**src/rtl/lcdnx_pkg.sv**
```systemverilog
// ----------------------------------------------------------------------------
// lcdnx_pkg
// Shared types, codes and constants for the LCD nibble expander sequencer.
// ----------------------------------------------------------------------------
package lcdnx_pkg;

  localparam int LineLengthDefault = 16;
  localparam int QueueDepthDefault = 4;

  // input action codes
  localparam logic [1:0] ACT_CHAR = 2'd0;
  localparam logic [1:0] ACT_CMD  = 2'd1;
  localparam logic [1:0] ACT_INIT = 2'd2;
  localparam logic [1:0] ACT_NONE = 2'd3;

  // expander port bits
  localparam logic [7:0] BIT_RS = 8'h01;
  localparam logic [7:0] BIT_EN = 8'h04;
  localparam logic [7:0] BIT_BL = 8'h08;

  localparam logic [7:0] CMD_LINE2 = 8'hC0;
  localparam logic [7:0] CHAR_SPACE = 8'h20;
  localparam logic [7:0] CHAR_FIRST = 8'd32;
  localparam logic [7:0] CHAR_LAST  = 8'd126;

  localparam logic [3:0] INIT_LAST_STEP = 4'd11;
  localparam logic [3:0] BYTE_HI_STEP   = 4'd2;
  localparam logic [3:0] BYTE_LO_STEP   = 4'd3;
  localparam logic [3:0] WRAP_LO_STEP   = 4'd1;
  localparam logic [3:0] FIRST_STEP     = 4'd0;

  typedef struct packed {
    logic [1:0] kind;
    logic       wrap;
    logic       emit;
    logic [7:0] value;
  } job_t;

  // nibbles of the init run: reset nibbles, then 0x28, 0x0C, 0x01, 0x06
  function automatic logic [3:0] init_nibble(input logic [3:0] step);
    logic [3:0] nib;
    unique case (step)
      4'd0, 4'd1, 4'd2: nib = 4'h3;
      4'd3, 4'd4:       nib = 4'h2;
      4'd5:             nib = 4'h8;
      4'd6:             nib = 4'h0;
      4'd7:             nib = 4'hC;
      4'd8:             nib = 4'h0;
      4'd9:             nib = 4'h1;
      4'd10:            nib = 4'h0;
      4'd11:            nib = 4'h6;
      default:          nib = 4'h0;
    endcase
    return nib;
  endfunction

endpackage

```
**src/rtl/lcdnx_front.sv**
```systemverilog
// ----------------------------------------------------------------------------
// lcdnx_front
// Accepts requests, tracks the column and turns each request other than ACT_NONE into a job.
// ----------------------------------------------------------------------------
module lcdnx_front #(
  parameter int LINE_LENGTH = lcdnx_pkg::LineLengthDefault
) (
  input  logic              clk,
  input  logic              rst,
  input  logic              s_axis_tvalid,
  output logic              s_axis_tready,
  input  logic [7:0]        s_axis_tdata,  // byte_value
  input  logic [2:0]        s_axis_tuser,  // action[1:0], first_of_string[2]
  input  logic              q_full,
  output logic              push,
  output lcdnx_pkg::job_t   push_job
);

  localparam int ColW = $clog2(LINE_LENGTH + 2);
  localparam logic [ColW-1:0] ColWrap = ColW'(LINE_LENGTH);
  localparam logic [ColW-1:0] ColSat  = ColW'(LINE_LENGTH + 1);

  logic [ColW-1:0] column, column_next, col_base;
  logic            wrap_done, wrap_done_next, wd_base;
  logic            accept, is_char, wrap;
  logic [1:0]      action;
  logic [7:0]      val, ch;

  assign s_axis_tready = !q_full;
  assign accept  = s_axis_tvalid && s_axis_tready;
  assign action  = s_axis_tuser[1:0];
  assign val     = s_axis_tdata;
  assign is_char = (action == lcdnx_pkg::ACT_CHAR);

  always_comb begin
    col_base = s_axis_tuser[2] ? '0 : column;
    wd_base  = s_axis_tuser[2] ? 1'b0 : wrap_done;
    wrap     = (col_base == ColWrap) && !wd_base;
    ch = (val >= lcdnx_pkg::CHAR_FIRST && val <= lcdnx_pkg::CHAR_LAST) ?
         val : lcdnx_pkg::CHAR_SPACE;
    column_next    = column;
    wrap_done_next = wrap_done;
    if (accept && is_char) begin
      column_next    = (col_base < ColSat) ? col_base + 1'b1 : col_base;
      wrap_done_next = wd_base || wrap;
    end
  end

  always_comb begin
    push_job.kind  = action;
    push_job.wrap  = is_char && wrap;
    push_job.emit  = !(is_char && wrap && val == lcdnx_pkg::CHAR_SPACE);
    push_job.value = is_char ? ch : val;
    push = accept && (action != lcdnx_pkg::ACT_NONE);
  end

  always_ff @(posedge clk) begin
    if (rst) begin
      column    <= '0;
      wrap_done <= 1'b0;
    end else begin
      column    <= column_next;
      wrap_done <= wrap_done_next;
    end
  end

endmodule

```
**src/rtl/lcdnx_queue.sv**
```systemverilog
// ----------------------------------------------------------------------------
// lcdnx_queue
// Short job queue between the front and the back.
// ----------------------------------------------------------------------------
module lcdnx_queue #(
  parameter int DEPTH = lcdnx_pkg::QueueDepthDefault
) (
  input  logic            clk,
  input  logic            rst,
  input  logic            push,
  input  lcdnx_pkg::job_t push_job,
  input  logic            pop,
  output lcdnx_pkg::job_t head,
  output logic            empty,
  output logic            full
);

  localparam int PtrW = (DEPTH > 1) ? $clog2(DEPTH) : 1;
  localparam int CntW = $clog2(DEPTH + 1);
  localparam logic [PtrW-1:0] PtrLast = PtrW'(DEPTH - 1);
  localparam logic [CntW-1:0] CntFull = CntW'(DEPTH);

  lcdnx_pkg::job_t slots [DEPTH];
  logic [PtrW-1:0] wr_ptr, rd_ptr;
  logic [CntW-1:0] count;
  logic            do_push, do_pop;

  assign empty   = (count == '0);
  assign full    = (count == CntFull);
  assign head    = slots[rd_ptr];
  assign do_push = push && !full;
  assign do_pop  = pop && !empty;

  always_ff @(posedge clk) begin
    if (do_push) begin
      slots[wr_ptr] <= push_job;
    end
  end

  always_ff @(posedge clk) begin
    if (rst) begin
      wr_ptr <= '0;
      rd_ptr <= '0;
      count  <= '0;
    end else begin
      if (do_push) begin
        wr_ptr <= (wr_ptr == PtrLast) ? '0 : wr_ptr + 1'b1;
      end
      if (do_pop) begin
        rd_ptr <= (rd_ptr == PtrLast) ? '0 : rd_ptr + 1'b1;
      end
      if (do_push && !do_pop) begin
        count <= count + 1'b1;
      end else if (do_pop && !do_push) begin
        count <= count - 1'b1;
      end
    end
  end

endmodule

```
**src/rtl/lcdnx_back.sv**
```systemverilog
// ----------------------------------------------------------------------------
// lcdnx_back
// Steps through the nibbles of each job and drives the expander bytes.
// ----------------------------------------------------------------------------
module lcdnx_back (
  input  logic            clk,
  input  logic            rst,
  input  logic            cfg_we,
  input  logic            cfg_data,
  input  lcdnx_pkg::job_t head,
  input  logic            empty,
  output logic            pop,
  output logic            m_axis_tvalid,
  input  logic            m_axis_tready,
  output logic [7:0]      m_axis_tdata,  // expander_byte
  output logic            m_axis_tlast   // last
);

  logic       backlight_on;
  logic       active, phase;
  logic [3:0] step;
  logic [3:0] cur_step, start_step, end_step;
  logic [3:0] nib;
  logic       rs, load, is_end;
  logic [7:0] byte_next;

  always_comb begin
    unique case (head.kind)
      lcdnx_pkg::ACT_CHAR: begin
        start_step = head.wrap ? lcdnx_pkg::FIRST_STEP : lcdnx_pkg::BYTE_HI_STEP;
        end_step   = head.emit ? lcdnx_pkg::BYTE_LO_STEP : lcdnx_pkg::WRAP_LO_STEP;
      end
      lcdnx_pkg::ACT_INIT: begin
        start_step = lcdnx_pkg::FIRST_STEP;
        end_step   = lcdnx_pkg::INIT_LAST_STEP;
      end
      default: begin
        start_step = lcdnx_pkg::BYTE_HI_STEP;
        end_step   = lcdnx_pkg::BYTE_LO_STEP;
      end
    endcase
    cur_step = active ? step : start_step;
    if (head.kind == lcdnx_pkg::ACT_INIT) begin
      nib = lcdnx_pkg::init_nibble(cur_step);
    end else begin
      unique case (cur_step[1:0])
        2'd0:    nib = lcdnx_pkg::CMD_LINE2[7:4];
        2'd1:    nib = lcdnx_pkg::CMD_LINE2[3:0];
        2'd2:    nib = head.value[7:4];
        default: nib = head.value[3:0];
      endcase
    end
    rs = (head.kind == lcdnx_pkg::ACT_CHAR) && cur_step[1];
    byte_next = {nib, 4'h0}
              | (backlight_on ? lcdnx_pkg::BIT_BL : 8'h00)
              | (phase ? 8'h00 : lcdnx_pkg::BIT_EN)
              | (rs ? lcdnx_pkg::BIT_RS : 8'h00);
    is_end = phase && (cur_step == end_step);
    load   = !empty && (!m_axis_tvalid || m_axis_tready);
    pop    = load && is_end;
  end

  always_ff @(posedge clk) begin
    if (load) begin
      m_axis_tdata <= byte_next;
      m_axis_tlast <= is_end;
    end
  end

  always_ff @(posedge clk) begin
    if (rst) begin
      backlight_on  <= 1'b1;
      m_axis_tvalid <= 1'b0;
      active        <= 1'b0;
      phase         <= 1'b0;
      step          <= '0;
    end else begin
      if (cfg_we) begin
        backlight_on <= cfg_data;
      end
      if (load) begin
        m_axis_tvalid <= 1'b1;
      end else if (m_axis_tready) begin
        m_axis_tvalid <= 1'b0;
      end
      if (load) begin
        if (!phase) begin
          phase  <= 1'b1;
          step   <= cur_step;
          active <= 1'b1;
        end else if (is_end) begin
          phase  <= 1'b0;
          active <= 1'b0;
        end else begin
          phase <= 1'b0;
          step  <= cur_step + 1'b1;
        end
      end
    end
  end

endmodule

```
**src/rtl/lcd_nibble_expander_sequencer.sv**
```systemverilog
// ----------------------------------------------------------------------------
// lcd_nibble_expander_sequencer
// Character LCD 4-bit sequencer for an 8-bit port expander.
// ----------------------------------------------------------------------------
// The first expander byte passes through the job queue and the registered
// output. One expander byte per cycle while a job is queued and the output
// is not stalled; 4 per character or command, 8 with the line-2 command (4
// when a space is swallowed there), 24 for init, set by the back nibble stepper.
// Requests are taken back to back while the job queue has room.
// Reset clears column, wrap flag, queue and output; backlight resets to on.
// ----------------------------------------------------------------------------
module lcd_nibble_expander_sequencer #(
  parameter int LINE_LENGTH = lcdnx_pkg::LineLengthDefault,
  parameter int QUEUE_DEPTH = lcdnx_pkg::QueueDepthDefault
) (
  input  logic       clk,
  input  logic       rst,
  input  logic       cfg_we,
  input  logic       cfg_data,       // backlight_on
  input  logic       s_axis_tvalid,
  output logic       s_axis_tready,
  input  logic [7:0] s_axis_tdata,   // byte_value
  input  logic [2:0] s_axis_tuser,   // action[1:0], first_of_string[2]
  output logic       m_axis_tvalid,
  input  logic       m_axis_tready,
  output logic [7:0] m_axis_tdata,   // expander_byte
  output logic       m_axis_tlast    // last
);

  lcdnx_pkg::job_t push_job, head;
  logic            push, pop, empty, full;

  lcdnx_front #(
    .LINE_LENGTH (LINE_LENGTH)
  ) u_front (
    .clk           (clk),
    .rst           (rst),
    .s_axis_tvalid (s_axis_tvalid),
    .s_axis_tready (s_axis_tready),
    .s_axis_tdata  (s_axis_tdata),
    .s_axis_tuser  (s_axis_tuser),
    .q_full        (full),
    .push          (push),
    .push_job      (push_job)
  );

  lcdnx_queue #(
    .DEPTH (QUEUE_DEPTH)
  ) u_queue (
    .clk      (clk),
    .rst      (rst),
    .push     (push),
    .push_job (push_job),
    .pop      (pop),
    .head     (head),
    .empty    (empty),
    .full     (full)
  );

  lcdnx_back u_back (
    .clk           (clk),
    .rst           (rst),
    .cfg_we        (cfg_we),
    .cfg_data      (cfg_data),
    .head          (head),
    .empty         (empty),
    .pop           (pop),
    .m_axis_tvalid (m_axis_tvalid),
    .m_axis_tready (m_axis_tready),
    .m_axis_tdata  (m_axis_tdata),
    .m_axis_tlast  (m_axis_tlast)
  );

endmodule

```
**config.mk**
```make
export PLATFORM = sky130hd
export DESIGN_NAME = lcd_nibble_expander_sequencer
export DESIGN_NICKNAME = d
export VERILOG_FILES = /design/src/rtl/lcdnx_pkg.sv /design/src/rtl/lcdnx_front.sv /design/src/rtl/lcdnx_queue.sv /design/src/rtl/lcdnx_back.sv /design/src/rtl/lcd_nibble_expander_sequencer.sv
export SDC_FILE = /design/constraint.sdc
export NUM_CORES = 1
export LEC_CHECK = 0
export BUFFER_PORTS_ARGS = -buffer_cell sky130_fd_sc_hd__buf_2
export CAP_MARGIN = 5
export CORE_UTILIZATION = 35
export DETAILED_ROUTE_END_ITERATION = 8
export PLACE_DENSITY_LB_ADDON = 0.2
export SETUP_SLACK_MARGIN = 0.1
export SYNTH_ARGS = -nofsm -noshare
export SYNTH_HDL_FRONTEND = slang
export SYNTH_HIERARCHICAL = 1
export SYNTH_SLANG_ARGS = --single-unit
```
**constraint.sdc**
```tcl
create_clock -name clk -period 4.5 [get_ports clk]
set_input_delay 0.9 -clock clk [delete_from_list [all_inputs] [get_ports clk]]
set_output_delay 0.9 -clock clk [all_outputs]
set_load 0.1 [all_outputs]
```
Word level (Yosys, flattened, before mapping)
Memories as Yosys holds them, arrays and structs flattened. A register that Yosys moved wholly into a read port is not among the register bits. Cells that the tools add are included.

Bitwise operators: 3. Magnitude comparators: 3. Muxes and demuxes: 30. $add $sub $neg: 6. Equality and inequality tests: 12. Reductions and logical operators: 32.

Operator list (number): OR 8 bit (3); two-way mux 4 bit (5); two-way mux 8 bit (2); one-hot mux 4 bit (2 select lines) (2); logical AND 1 bit (15); two-way mux 2 bit (6); one-hot mux 4 bit (3 select lines) (1); two-way mux 5 bit (2); two-way mux 1 bit (9); two-way mux 3 bit (3); == test 2 bit (second input constant) (4); == test 8 x 6 -> 1 bit (second input constant) (1); >= comparator 8 x 6 -> 1 bit (second input constant) (1); <= comparator 8 x 7 -> 1 bit (second input constant) (1); zero test 1 bit (7); zero test 2 bit (3); inequality test 2 bit (second input constant) (3); adder 5 x 1 -> 5 bit (second input constant) (1); == test 5 bit (second input constant) (1); less-than comparator 5 bit (second input constant) (1); adder 2 x 1 -> 2 bit (second input constant) (2); adder 4 x 1 -> 4 bit (second input constant) (1); == test 4 bit (1); AND reduction 2 bit (2); other kinds (7) (9).

Memories kept: 2. Bits of input ports: 17. Register bits: 30. Memory bits (read-only): 64. Memory bits (writable): 48.

Memories: (no name shown) (depth 16, bits a word 4, read ports 1, clocked after Yosys merged registers in 0, write ports 0, RTL line lcdnx_pkg.sv:42) `unique case (step)`; u_queue.slots (depth 4, bits a word 12, read ports 1, clocked after Yosys merged registers in 1, write ports 1, RTL line lcdnx_queue.sv:23) `lcdnx_pkg::job_t slots [DEPTH];`.

Longest topological paths before layout
Depth in word-level cells: 10. Mapped depth: 14. Depth with buffers taken out: 12.

Modules after synthesis
The synthesis kept the hierarchy.

Modules (own cells, without submodules): lcdnx_queue (cells an instance 112, sequential area each 1621.6 µm², area an instance 2218.4 µm², times used 1); lcdnx_back (cells an instance 98, sequential area each 400.4 µm², area an instance 918.4 µm², times used 1); lcdnx_front (cells an instance 73, sequential area each 120.1 µm², area an instance 556.8 µm², times used 1).

Least setup slack after synthesis
Ideal clock, no wire load.

Path type: reg2reg. From: reg with a tool-made name. To: reg u_queue.count[2]. Clock period less this slack: 3.663 ns. Setup slack: 0.837 ns. Library setup time: 0.070 ns. Data required time: 4.430 ns. Arrival time: 3.593 ns. Cell stages (with the launch flop): 14. Cells stage by stage: dfxtp_1 > buf_4 > mux4_2 > or4b_1 > o32a_1 > a2111o_1 > nor2_1 > o31ai_2 > ha_1 > inv_1 > fa_1 > xor2_1 > or3_2 > a21oi_1.

RTL lines: end signal: assignment (RTL line lcdnx_queue.sv:53) `count <= count + 1'b1;`; end signal: assignment (RTL line lcdnx_queue.sv:55) `count <= count - 1'b1;`; end: declaration (RTL line lcdnx_queue.sv:25) `logic [CntW-1:0] count;`.

==> impl_metrics.csv <==
group,metric,value,unit
status,status,"finished, final reports clean",
routing,pre_repair_dr_iteration_count,4,
critical_path,worst_ep_required,4.78,ns
clock_network,numClockSinks,79,
global_routing,grt_remaining_overflow,0,
clock_network,clk_root_buffer_cell,"clkbuf_8",
yosys,syn_nets,312,
global_routing,grtUsageTotal,13.31,%
yosys,yosysMostFrequentCell,"edfxtp_1",
yosys,adder_and_majority_cell_fraction_of_the_synthesized_area,4.268,%
power_and_ir_drop,leakage,0.001436,uW
yosys,postSynthRegisterBits,79,
routing,routed_wl,6.668,mm
placement,preCtsSetupSlack,0.6704,ns
final_layout,post_route_cells_drive_above_1_share,23.96,%
die,die_width,104.7,um
clock_network,clock_tree_from_tritoncts,"built",
die,io_pins,28,
yosys,synth_simple_gate_area_share,12.64,%
clock_network,post-cts-setup-buffer-count,0,
clock_network,cts_buffer_depth,2,
global_routing,grt_max_degree,23,
power_and_ir_drop,comb_power_share,28.7,%
clock_network,htreeDepth,3,
timing,timing.clock.skew,0.01105,ns
global_routing,grt_antenna_before_repair,0,
yosys,ys.flop_type,"edfxtp_1",
timing,timing.max_slew.rel_slack,45.46,%
timing,report.final.slew_viol_count,0,
clock_network,cts_repair_resize_count,0,
yosys,synth.area.top_cells,"edfxtp_1, dfxtp_1, mux4_2, ha_1, a21oi_1",
job,max_cap_violations,0,
power_and_ir_drop,power_density,502.7,nW/um^2
global_routing,vias_in_the_first_global_route,2275,
power_and_ir_drop,power.switching,781.0,uW
critical_path,worst-path-max-fanout,11,
yosys,syn_area,3694,um^2
timing,worst-slew-pin-transition,0.8112,ns
yosys,syn_area_per_cell,13.05,um^2
yosys,netlist.area_leader.share,45.53,%
min_path,hold_class,"reg2reg",
timing,finalCriticalPeriod,3.832,ns
timing,timing.final.hold_violations,0,
placement,routability_cong,0.7335,
power_and_ir_drop,seq_power_share,46.0,%
power_and_ir_drop,cellInternalPower,1292,uW
final_layout,finish.net_count,337,
yosys,synth-seq-area-share,57.99,%
critical_path,end_kind,"flip-flop",
critical_path,cp_startpoint_kind,"flip-flop",
clock_network,hold_buffers,0,
clock_network,clk_pin_slew_worst_paths,0.08,ns
timing,layout_worst_path_cycle_share,85.17,%
routing,ant_nets,0,
routing,routed_via_density,5.016,
yosys,post-synth-top-area-cell,"edfxtp_1",
routing,routedWlPerCell,14.85,um
timing,max_freq,260.9,MHz
die,coreArea,10280,um^2
yosys,synth.top_cells.by_count,"edfxtp_1, dfxtp_1, nand2_1",
timing,final.setup.worst_slack,0.6675,ns
routing,dr_total_vias,2252,
clock_network,clock_latency,0.35,ns
timing,setup_repair_after_global_routing_missed_its_margin,"no",
routing,drc,0,
yosys,synth_enable_flop_cells,56,
yosys,synth_top_family_by_area,"simple AND/OR/NAND/NOR gates",
global_routing,global_route_wire_length_before_repair,11.35,mm
placement,port_buffers,26,
yosys,synth_xor_area_share,1.423,%
routing,drt_first_iter_violations,115,
yosys,synth.distinct_cells,65,
power_and_ir_drop,power.switching_fraction,37.68,%
yosys,muxShareOfSynthArea,8.977,%
timing,setup_viol,0,
final_layout,antennaDiodeCount,0,
critical_path,worst_ep_arrival_time,4.11,ns
die,die_area,10970,um^2
die,number_of_placement_rows,37,
critical_path,setup.worst_path.class,"reg2reg",
yosys,ys.warnings.count,6,
die,die_height,104.7,um
placement,detailed_place_hpwl,4.632,mm
yosys,complex_gate_fraction_of_the_synthesized_area,10.70,%
yosys,async_flop_share,0,%
critical_path,regToRegSetupSlack,0.67,ns
yosys,synthesis.instances,283,
timing,totalNegativeSetupSlack,0,ns
die,initial_utilization,35.94,%
final_layout,areaGrowthSynthToFinish,11.62,%
clock_network,cts-buffers-inserted,9,
final_layout,utilization,40.11,%
power_and_ir_drop,worst_ir_drop_vdd,0.3111,mV
power_and_ir_drop,clkPwrFrac,25.3,%
-- registers in the layout, indices dropped and copies added (netlist names), 2 cells and up, named ones only --
name / cells
u_queue/count: 3
u_queue/rd_ptr: 2
u_front/column: 5
u_back/step: 4
u_queue/wr_ptr: 2
u_back/m_axis_tdata: 7
u_queue/slots: 48
-- stage by stage --
stage | cells | area [um^2] | hold WS (ns) | power, uW
2_1_floorplan | 283 | 3694 | 0.4005 | 1461
3_3_place_gp | 433 | 3926 | 0.4087 | 1568
3_5_place_dp | 433 | 3926 | 0.4159 | 1571
4_1_cts | 449 | 4123 | 0.4359 | 2099
5_1_grt | 449 | 4123 | 0.4563 | 2185
6_report | 449 | 4123 | 0.4323 | 2073
-- worst max-delay path, cell delays in order, from the launching register on --
cell and delay (ns):
dfxtp_1 0.36, buf_4 0.26, mux4_2 0.59, or4b_1 0.48, o32a_1 0.19, a2111o_1 0.48, nor2_1 0.20, o31ai_2 0.13
ha_1 0.22, inv_1 0.07, fa_1 0.17, xor2_1 0.07, or3_2 0.40, a21oi_1 0.15
-- layer usage --
layer | vias up | GRT usage (%) | wire (um)
li1 | 1115 | - | -
met1 | 1093 | 17.42 | 3126
met2 | 39 | 21.33 | 3307
met3 | 5 | 2.994 | 165
met4 | 0 | 5.433 | 68
met5 | - | 0 | 0
-- path summary, 6_finish.rpt --
path	depth (start not counted)	from	to
max	13	flip-flop	u_queue/count[2]
min	0	u_back/backlight_on	u_back/m_axis_tdata[3]
max reg2reg	13	flip-flop	u_queue/count[2]
min reg2reg	0	u_back/backlight_on	u_back/m_axis_tdata[3]
-- area by class of cell --
class | count | area, um^2
flip-flops and latches | 79 | 2142
multi-input cells | 175 | 1408
inverters | 15 | 61.31
repair buffers | 28 | 145.1
clock buffers | 10 | 127.6
clock inverters | 6 | 68.82
well taps | 136 | 170.2
fillers | 971 | 6155
-- logic make-up (layout without fill, tap and decap cells) --
family | Yosys count | count (layout)
buffers and inverters | 29 | 59
DFF | 79 | 79
and+or+nand+nor | 83 | 83
muxes | 18 | 18
AOI/OAI and AO/OA | 55 | 55
other | 1 | 1
adders and majority gates | 12 | 12
xor gates and xnor gates | 6 | 6
-- placed cells by master (no fill, tap or decap), types with 6 or more instances in the layout --
cell	count
dfxtp_1	23
ha_1	11
edfxtp_1	56
nor2_1	15
mux4_2	12
clkbuf_8	9
a21oi_1	15
inv_1	11
nor2b_1	7
nor3_1	6
nand2_1	16
buf_2	26
o21ai_0	7
nand3_1	9
-- power by group through the flow --
stage / sequential, uW / combinational, uW / clock, uW
2_1_floorplan: 1180 / 281 / 0
3_3_place_gp: 973 / 596 / 0
3_5_place_dp: 972 / 599 / 0
4_1_cts: 955 / 600 / 544
5_1_grt: 968 / 642 / 575
6_report: 954 / 595 / 524
(Power assumes the default switching activity.)
